File: src/hw/rtl/sssel_pkg.sv
package sssel_pkg;

    localparam int SAMPLE_DEPTH_DEF = 1024;
    localparam int MAX_PROCS_DEF    = 64;
    localparam int KEY_W            = 64;
    localparam int PROC_W           = 6;
    localparam int INDEX_W          = 32;
    localparam int SPP_W            = 11;
    localparam int NPROCS_W         = 7;
    localparam int REC_W            = KEY_W + PROC_W + INDEX_W;
    localparam int CFG_IDX_W        = 1;
    localparam int CFG_DATA_W       = 64;

    localparam logic [CFG_IDX_W-1:0] CFG_SAMPLES_PER_PROC = 1'd0;
    localparam logic [CFG_IDX_W-1:0] CFG_NUM_PROCS        = 1'd1;

    localparam logic [KEY_W-1:0]   KEY_SENTINEL   = 64'h7FFF_FFFF_FFFF_FFFF;
    localparam logic [PROC_W-1:0]  PROC_SENTINEL  = '1;
    localparam logic [INDEX_W-1:0] INDEX_SENTINEL = '1;

    typedef enum logic [3:0] {
        ST_LOAD,
        ST_PASS_INIT,
        ST_RD_A,
        ST_RD_B,
        ST_CMP,
        ST_COPY_B,
        ST_PASS_END,
        ST_EMIT_RD,
        ST_EMIT_WAIT,
        ST_EMIT_OUT
    } state_t;

    // Commands from controller to datapath
    typedef struct packed {
        logic load_wr;     // write incoming sample at count
        logic clr_count;
        logic pass_init;   // reset pass pointers for current width
        logic rd_a;        // read head of run A
        logic rd_b;        // read head of run B
        logic take;        // write smaller head, advance that run
        logic copy_b;      // copy B-run remainder, advance
        logic pass_end;    // next pair, or on the last pair double width and swap banks
        logic emit_init;
        logic emit_rd;     // read store at splitter position
        logic emit_cap;    // capture result into output register
        logic emit_adv;
    } cmd_t;

    typedef struct packed {
        logic full;
        logic sort_done;   // width covers all samples
        logic a_left;      // run A has elements left
        logic b_left;
        logic a_first;     // A head orders before or equal B head
        logic merge_done;  // current pair of runs finished
        logic pass_last;   // current pair is the last in the pass
        logic emit_last;
    } stat_t;

endpackage

File: src/hw/rtl/sssel_ctrl.sv
module sssel_ctrl import sssel_pkg::*; (
    input  logic  clk,
    input  logic  rst_n,
    input  stat_t stat,
    output cmd_t  cmd,
    input  logic  in_valid,
    input  logic  in_last,
    output logic  in_ready,
    output logic  out_valid,
    input  logic  out_ready
);
    state_t state_reg, state_next;

    always_ff @(posedge clk or negedge rst_n)
    begin
        if (!rst_n)
            state_reg <= ST_LOAD;
        else
            state_reg <= state_next;
    end

    always_comb
    begin
        state_next = state_reg;
        cmd        = '0;
        in_ready   = 1'b0;
        out_valid  = 1'b0;
        unique case (state_reg)
            ST_LOAD:
            begin
                in_ready = 1'b1;
                if (in_valid)
                begin
                    cmd.load_wr = 1'b1;
                    if (in_last)
                        state_next = ST_PASS_INIT;
                end
            end
            ST_PASS_INIT:
            begin
                if (stat.sort_done)
                begin
                    cmd.emit_init = 1'b1;
                    state_next    = ST_EMIT_RD;
                end
                else
                begin
                    cmd.pass_init = 1'b1;
                    state_next    = ST_RD_A;
                end
            end
            ST_RD_A:
            begin
                if (stat.merge_done)
                    state_next = ST_PASS_END;
                else if (stat.a_left)
                begin
                    cmd.rd_a   = 1'b1;
                    state_next = ST_RD_B;
                end
                else
                begin
                    cmd.rd_b   = 1'b1;
                    state_next = ST_COPY_B;
                end
            end
            ST_RD_B:
            begin
                cmd.rd_b   = stat.b_left;
                state_next = ST_CMP;
            end
            ST_CMP:
            begin
                cmd.take   = 1'b1;
                state_next = ST_RD_A;
            end
            ST_COPY_B:
            begin
                cmd.copy_b = 1'b1;
                state_next = ST_RD_A;
            end
            ST_PASS_END:
            begin
                cmd.pass_end = 1'b1;
                state_next   = stat.pass_last ? ST_PASS_INIT : ST_RD_A;
            end
            ST_EMIT_RD:
            begin
                cmd.emit_rd = 1'b1;
                state_next  = ST_EMIT_WAIT;
            end
            ST_EMIT_WAIT:
            begin
                cmd.emit_cap = 1'b1;
                state_next   = ST_EMIT_OUT;
            end
            ST_EMIT_OUT:
            begin
                out_valid = 1'b1;
                if (out_ready)
                begin
                    if (stat.emit_last)
                    begin
                        cmd.clr_count = 1'b1;
                        state_next    = ST_LOAD;
                    end
                    else
                    begin
                        cmd.emit_adv = 1'b1;
                        state_next   = ST_EMIT_RD;
                    end
                end
            end
            default:
                state_next = ST_LOAD;
        endcase
    end
endmodule

File: config.mk
export PLATFORM = sky130hd
export DESIGN_NAME = sssel_ctrl
export DESIGN_NICKNAME = d
export VERILOG_FILES = /design/src/hw/rtl/sssel_pkg.sv /design/src/hw/rtl/sssel_ctrl.sv
export SDC_FILE = /design/constraint.sdc
export NUM_CORES = 1
export LEC_CHECK = 0
export BUFFER_PORTS_ARGS = -buffer_cell sky130_fd_sc_hd__clkbuf_2
export CAP_MARGIN = 20
export CORE_UTILIZATION = 30
export DETAILED_ROUTE_END_ITERATION = 7
export PLACE_DENSITY = 0.67
export SETUP_SLACK_MARGIN = 0.5
export SLEW_MARGIN = 20
export SYNTH_ARGS = -nofsm -noshare
export SYNTH_HDL_FRONTEND = slang
export SYNTH_SLANG_ARGS = --single-unit
export TNS_END_PERCENT = 20
File: constraint.sdc
create_clock -name clk -period 2.22 [get_ports clk]
set_clock_uncertainty 0.05 [all_clocks]
set_input_delay 0.222 -clock clk [delete_from_list [all_inputs] [get_ports clk]]
set_output_delay 0.222 -clock clk [all_outputs]
set_load 0.01 [all_outputs]
After elaboration in Yosys (flattened, before gate mapping)
Index checks and enable logic that the tools add are counted.
Word-level totals
  register bits after elaboration: 4
  latch bits: 0
  bits in writable memories: 0
  memory bits (read-only): 0
  bits of input ports: 13
  output and inout port bits: 14
  logic and storage cells: 49
  memories kept: 0
Cells by class
  add/sub/neg operators: 0
  $mul: 0
  div/mod/pow operators: 0
  magnitude comparators: 0
  equal/unequal tests: 12
  shifts and indexed selects: 0
  muxes and demuxes: 33
  bitwise operators: 0
  reductions and logical operators: 3
Operators by type and width (count)
  4-bit case mux with 9 select lines: 1
  1-bit two-way mux: 22
  4-bit by 3-bit == test with 1-bit output, second input constant: 4
  4-bit two-way mux: 4
  3-bit two-way mux: 3
  4-bit by 2-bit == test with 1-bit output, second input constant: 2
  4-bit == test, second input constant: 2
  2-bit != test, second input constant: 3
  4-bit by 1-bit == test with 1-bit output, second input constant: 1
  4-bit logical NOT: 1
  2-bit two-way mux: 2
  3-bit AND reduction: 1
  1-bit case mux with 2 select lines: 1
  2-bit OR reduction: 1

Depth between registers and ports, before layout
Gate-level depths: netlist (run 1).
  depth after elaboration: 3
  mapped depth: 5
  depth with buffers taken out: 4

Worst setup path after synthesis (run 1)
No wires, ideal clock.
  path kind: register -> output
  start point: register state_reg[0]
  end point: output cmd[11] in the netlist's numbering
  data arrival time: 1.115 ns
  data required time: 1.948 ns
  path slack: 0.833 ns
  stages on the path, launching flop included: 4
  path buffers: 1
  path through: dfrtp_1 > buf_6 > nor4_4 > and2_1
RTL lines
  start, declared: RTL line sssel_ctrl.sv:12  | state_t state_reg, state_next;
  start signal, assigned: RTL line sssel_ctrl.sv:19  | state_reg <= state_next;
  end, declared: RTL line sssel_ctrl.sv:5  | output cmd_t cmd,

==> impl_metrics.json, run 1 <==
{
  "outcome": "completed",
  "viasPerCell": 5.120,
  "row_count": 13,
  "n_antenna_cell": 0,
  "wl_per_cell_um": 11.43,
  "cts_sinks": 4,
  "reg2regPathDepth": 5,
  "cts_max_path_buffers": 2,
  "grt_start_max_net_pins": 14,
  "htreeDepth": 1,
  "start_util_pct": 33.97,
  "gp_congestion": 0.7948,
  "clk_pin_slew_worst_paths_ps": 40,
  "mappedNetlistNets": 69,
  "critPathMaxFanout": 13,
  "hold_violations": 0,
  "synth_xor_area_share_pct": 0,
  "hp-class": "input pin to flip-flop",
  "crit_chain": "nand2b_2, nor3b_4, clkbuf_2",
  "crit_path_max_incr_delay_ps": 500,
  "synth-edff-count": 0,
  "worst_ir_drop_vdd_v": 0.0003647,
  "final_core_utilization_pct": 47.34,
  "mostFrequentLayoutCell": "clkbuf_2",
  "slew_viol_final": 0,
  "critPathSlowestCell": "dfrtp_2",
  "fp.dieH_um": 41.34,
  "hold_slack_ps": 199.8,
  "fmax_ghz": 0.5948,
  "fin_setup_tns_ps": 0,
  "die_area_um2": 1709,
  "overflow": 0,
  "synth_compound_area_share_pct": 24.26,
  "netlist_area_um2": 464.2,
  "dr.pass1.iters": 3,
  "synthArstFlopShare_pct": 100.0,
  "p_per_area_nw_per_um2": 1175,
  "yosys.cell_types.count": 29,
  "final_antenna_net_count": 0,
  "synth_cells": 56,
  "crit_cells": 3,
  "cts_buffers": 3,
  "drt_first_iter_violations": 13,
  "cp.buffers_inverters": 1,
  "clock_latency_ps": 240,
  "track_usage_pct": 14.52,
  "post-route-min-period_ps": 1681,
  "ys_warn_count": 0,
  "setup_viol": 0,
  "core_um2": 1366,
  "io_buffer_count": 24,
  "synth_top_family_by_area": "simple AND/OR/NAND/NOR gates",
  "drive_above_1_share_pct": 54.12,
  "synth-main-ff-cell": "dfrtp_1",
  "area_delta_synth_final_pct": 39.35,
  "antenna_found_initial": 0,
  "synth_simple_gate_area_share_pct": 41.24,
  "worstPathArrival_ps": 1410,
  "io_pins": 27,
  "synthMuxAreaShare_pct": 0,
  "grt_pass1_vias": 413,
  "rsz0062_at_grt": "yes",
  "crit_family": "simple AND/OR/NAND/NOR gates",
  "worstMarginPinSlew_ps": 297.2,
  "min_path_cells": 2,
  "cts_root_buffer": "clkbuf_4",
  "cts_tree": "built",
  "grt_pass1_wl_um": 1642,
  "critPathLaunchType": "flip-flop",
  "synth_sequential_area_ratio_pct": 21.56,
  "vias": 512,
  "endpoint_kind": "output port",
  "leakagePower_nw": 0.3071,
  "synth-adder-area-share_pct": 0,
  "finalCritPeriodShare_pct": 75.73,
  "max_cap_viol_count": 0,
  "max-slew-margin-rel_pct": 80.19,
  "mostFrequentLayoutCells": "clkbuf_2, nor2_1, nand2_1, buf_4",
  "wl_um": 1143,
  "nets": 100,
  "required_ps": 1950,
  "largest_reg_flops": 4,
  "critPathKind": "flip-flop to output port",
  "synth_area_per_cell_um2": 8.289,
  "die_x_um": 41.34,
  "drc": 0,
  "ys_ff_latch": 4,
  "hpwl_um": 826.1
}
timing repair:
item	CTS	global route
setup endpoints to repair	7	4
hold endpoints to repair	4	0
setup buffers	0	5
hold buffers	1	0
resized for setup	5	2
per-stage QoR:
step / power (mW) / setup WS [ps] / std cells / instance area [um2]
2_1_floorplan: 0.5302 / 832.6 / 56 / 464.2
3_3_place_gp: 0.5886 / 664.2 / 91 / 561.8
3_5_place_dp: 0.5968 / 630.1 / 91 / 561.8
4_1_cts: 0.6994 / 497.4 / 95 / 601.8
5_1_grt: 0.8188 / 477.1 / 100 / 646.9
6_report: 0.7599 / 538.7 / 100 / 646.9
power by group:
group / internal (mW) / switching (mW) / leakage (nW)
combinational: 0.235 / 0.238 / 0.247
sequential: 0.108 / 0.0882 / 0.0463
clock: 0.0605 / 0.0303 / 0.0138
total: 0.404 / 0.356 / 0.307
cell families after synthesis:
family | Yosys count
buf+inv | 9
compound gates | 12
simple gates | 31
flops | 4
cells in the mapped netlist (all sizes together), types with 2 or more instances:
master  instances  area [um2]
nor4            2       27.53
nand2           5       18.77
inv             4       15.01
nor2           10       40.04
nor3            3       15.01
buf             4       41.29
dfrtp           4       100.1
a31oi           2       12.51
a21oi           2       10.01
or3             2       12.51
nand2b          3       26.27
and3            2       12.51
path summary, 6_finish.rpt:
check	start	endpoint	slack (ps)
max	state_reg[3]	cmd[4]	540
min	out_ready	state_reg[0]	200
max reg2reg	state_reg[1]	state_reg[1]	790
min reg2reg	state_reg[2]	state_reg[0]	640
max in group asynchronous	rst_n	state_reg[2]	1700
min in group asynchronous	rst_n	state_reg[1]	280
area by class of cell:
cell class              instances  area (um2)
flip-flops and latches          4       105.1
clock buffers                   3       22.52
well taps                      15       18.77
inverters                       5       18.77
fillers                       140       719.4
multi-input cells              43       314.1
repair buffers                 30       167.7
layer usage:
layer / global-route usage [%] / share of wire, % / vias up
met1: 16.13 / 43 / 225
met5: 0 / 0 / -
met3: 1.596 / 4.7 / 2
li1: - / - / 268
met2: 26.95 / 51 / 17
met4: 7.258 / 1.0 / 0
Power figures use the tool's default switching activity.
==> run 2: changes to the inputs <==
==> constraint.sdc (replaced) <==
create_clock -name clk -period 1.7 [get_ports clk]
set_clock_uncertainty 0.05 [all_clocks]
set_input_delay 0.17 -clock clk [delete_from_list [all_inputs] [get_ports clk]]
set_output_delay 0.17 -clock clk [all_outputs]
set_load 0.01 [all_outputs]
==> run 2 against run 1 <==
Critical path type unchanged; cell count rose by 5.0%; sequential power grew 13%; via count up 9.6%; highest routed layer is now met3; worst setup slack worse by 410 ps; register-to-register slack worse by 590 ps; non-clock buffer count grew 5; clock power rose by 29%; largest power group unchanged; largest cell class unchanged; first-iteration DRC count is 15% higher; critical path depth up 1; routed wire length grew 11%.
==> impl_metrics.json, run 2 (same netlist as run 1, synthesis figures left out) <==
{
  "top_usage_layer": "met2",
  "hpwl_um": 960.8,
  "nets": 105,
  "hp-start": "out_ready",
  "worst_r2r_endpoint": "state_reg[1]",
  "grtUsageMet2_pct": 32.42,
  "die_area_um2": 1709,
  "max-slew-margin-rel_pct": 82.15,
  "p_switching_mw": 0.4880,
  "clk_pin_slew_worst_paths_ps": 40,
  "reg2reg_from": "state_reg[1]",
  "fp.dieH_um": 41.34,
  "hold_violations": 0,
  "pwr-share-comb_pct": 68.7,
  "critPathKind": "flip-flop to output port",
  "required_ps": 1480,
  "fin_setup_tns_ps": 0,
  "cts_tree": "built",
  "drc": 0,
  "drive_above_1_share_pct": 57.78,
  "largest_reg_flops": 4,
  "finalCritPeriodShare_pct": 92.14,
  "io_pins": 27,
  "row_count": 13,
  "track_usage_pct": 16.83,
  "endpoint_kind": "output port",
  "p_int_mw": 0.5981,
  "power_frac_seq_pct": 20.5,
  "critPathCapture": "cmd[11]",
  "leakagePower_nw": 0.3395,
  "grt_pass1_wl_um": 1883,
  "worstMarginPinSlew_ps": 267.7,
  "io_buffer_count": 24,
  "drt_first_iter_violations": 15,
  "core_um2": 1366,
  "max_cap_viol_count": 0,
  "grt_pass1_vias": 477,
  "final_core_utilization_pct": 51.74,
  "mostFrequentLayoutCell": "clkbuf_2",
  "final_antenna_net_count": 0,
  "cts_max_path_buffers": 2,
  "nFillCells": 133,
  "fmax_ghz": 0.6384,
  "critPathMaxFanout": 5,
  "rrSetupSlack_ps": 200,
  "cts_sinks": 4,
  "rsz0062_at_grt": "yes",
  "cts_buffers": 3,
  "p_per_area_nw_per_um2": 1536,
  "hp-class": "input pin to flip-flop",
  "p_sw_share_pct": 44.93,
  "htreeDepth": 1,
  "reg2regPathDepth": 6,
  "grt_start_max_net_pins": 10,
  "setup_viol": 0,
  "use_met1_pct": 18.33,
  "post-route-min-period_ps": 1566,
  "antenna_found_initial": 0,
  "met3_usage_pct": 6.383,
  "cts_root_buffer": "clkbuf_4",
  "area_delta_synth_final_pct": 52.29,
  "viasPerCell": 5.343,
  "vias": 561,
  "startpoint": "state_reg[3]",
  "clock_latency_ps": 240,
  "dr.pass1.iters": 5,
  "die_x_um": 41.34,
  "power_frac_clock_pct": 10.8,
  "wl_um": 1266,
  "worst_ir_drop_vdd_v": 0.0007271,
  "gp_congestion": 0.7908,
  "start_util_pct": 33.97,
  "wl_per_cell_um": 12.06,
  "overflow": 0,
  "mostFrequentLayoutCells": "clkbuf_2, nor2_1, buf_4, nand2_1",
  "worstPathArrival_ps": 1350,
  "slew_viol_final": 0,
  "critPathLaunchType": "flip-flop",
  "n_antenna_cell": 0,
  "outcome": "completed"
}
[run 2: worst min path at each step]
stage | depth (start not counted) | slack, ps | to
floorplan | 0 | -180 | state_reg[0]
global placement | 1 | -70 | state_reg[2]
detailed placement | 1 | -70 | state_reg[2]
CTS | 2 | 180 | state_reg[0]
global route | 2 | 180 | state_reg[0]
finish | 2 | 180 | state_reg[0]
[run 2: stage by stage]
| stage | instances | area (um2) | worst slack (ps) | power (mW) | hold slack, ps |
|---|---|---|---|---|---|
| after floorplan | 56 | 475.5 | 400.7 | 0.7035 | -175.6 |
| after global placement | 95 | 603.1 | 247.4 | 0.8314 | -74.60 |
| after detailed placement | 95 | 603.1 | 209.7 | 0.8441 | -71.97 |
| after CTS | 105 | 706.9 | 125.0 | 1.086 | 175.9 |
| after global routing | 105 | 706.9 | 65.39 | 1.176 | 177.8 |
| final | 105 | 706.9 | 133.6 | 1.086 | 181.3 |
[run 2: final cells by class]
class	instances	area (um2)	share of cell area, %
Multi-Input combinational cell	43	320.3	45.31
Sequential cell	4	105.1	14.87
Inverter	5	18.77	2.655
Tap cell	15	18.77	2.655
Timing Repair Buffer	35	221.5	31.33
Clock buffer	3	22.52	3.186
[run 2: per-layer routing]
metal,vias to the layer above,share of wire (%)
met3,0,6.0
met1,264,42
met2,26,52
met4,0,0
li1,271,-
met5,-,0
[run 2: power groups by stage]
stage / clock, mW / combinational [mW] / sequential (mW)
CTS: 0.120 / 0.746 / 0.220
global placement: 0 / 0.604 / 0.227
floorplan: 0 / 0.532 / 0.172
finish: 0.117 / 0.747 / 0.222
detailed placement: 0 / 0.617 / 0.227
global route: 0.132 / 0.814 / 0.230
[run 2: critical path, stage by stage (launching register included)]
cell	delay, ps
dfrtp_2	450
buf_12	150
nor4_4	240
and2_1	160
clkbuf_2	120
[run 2: timing repair]
action	4_1_cts	5_1_grt
hold buffers	1	0
gates resized for setup	7	0
setup endpoints to repair	18	18
setup buffers	6	0
gates cloned	0	0
hold endpoints to repair	4	0
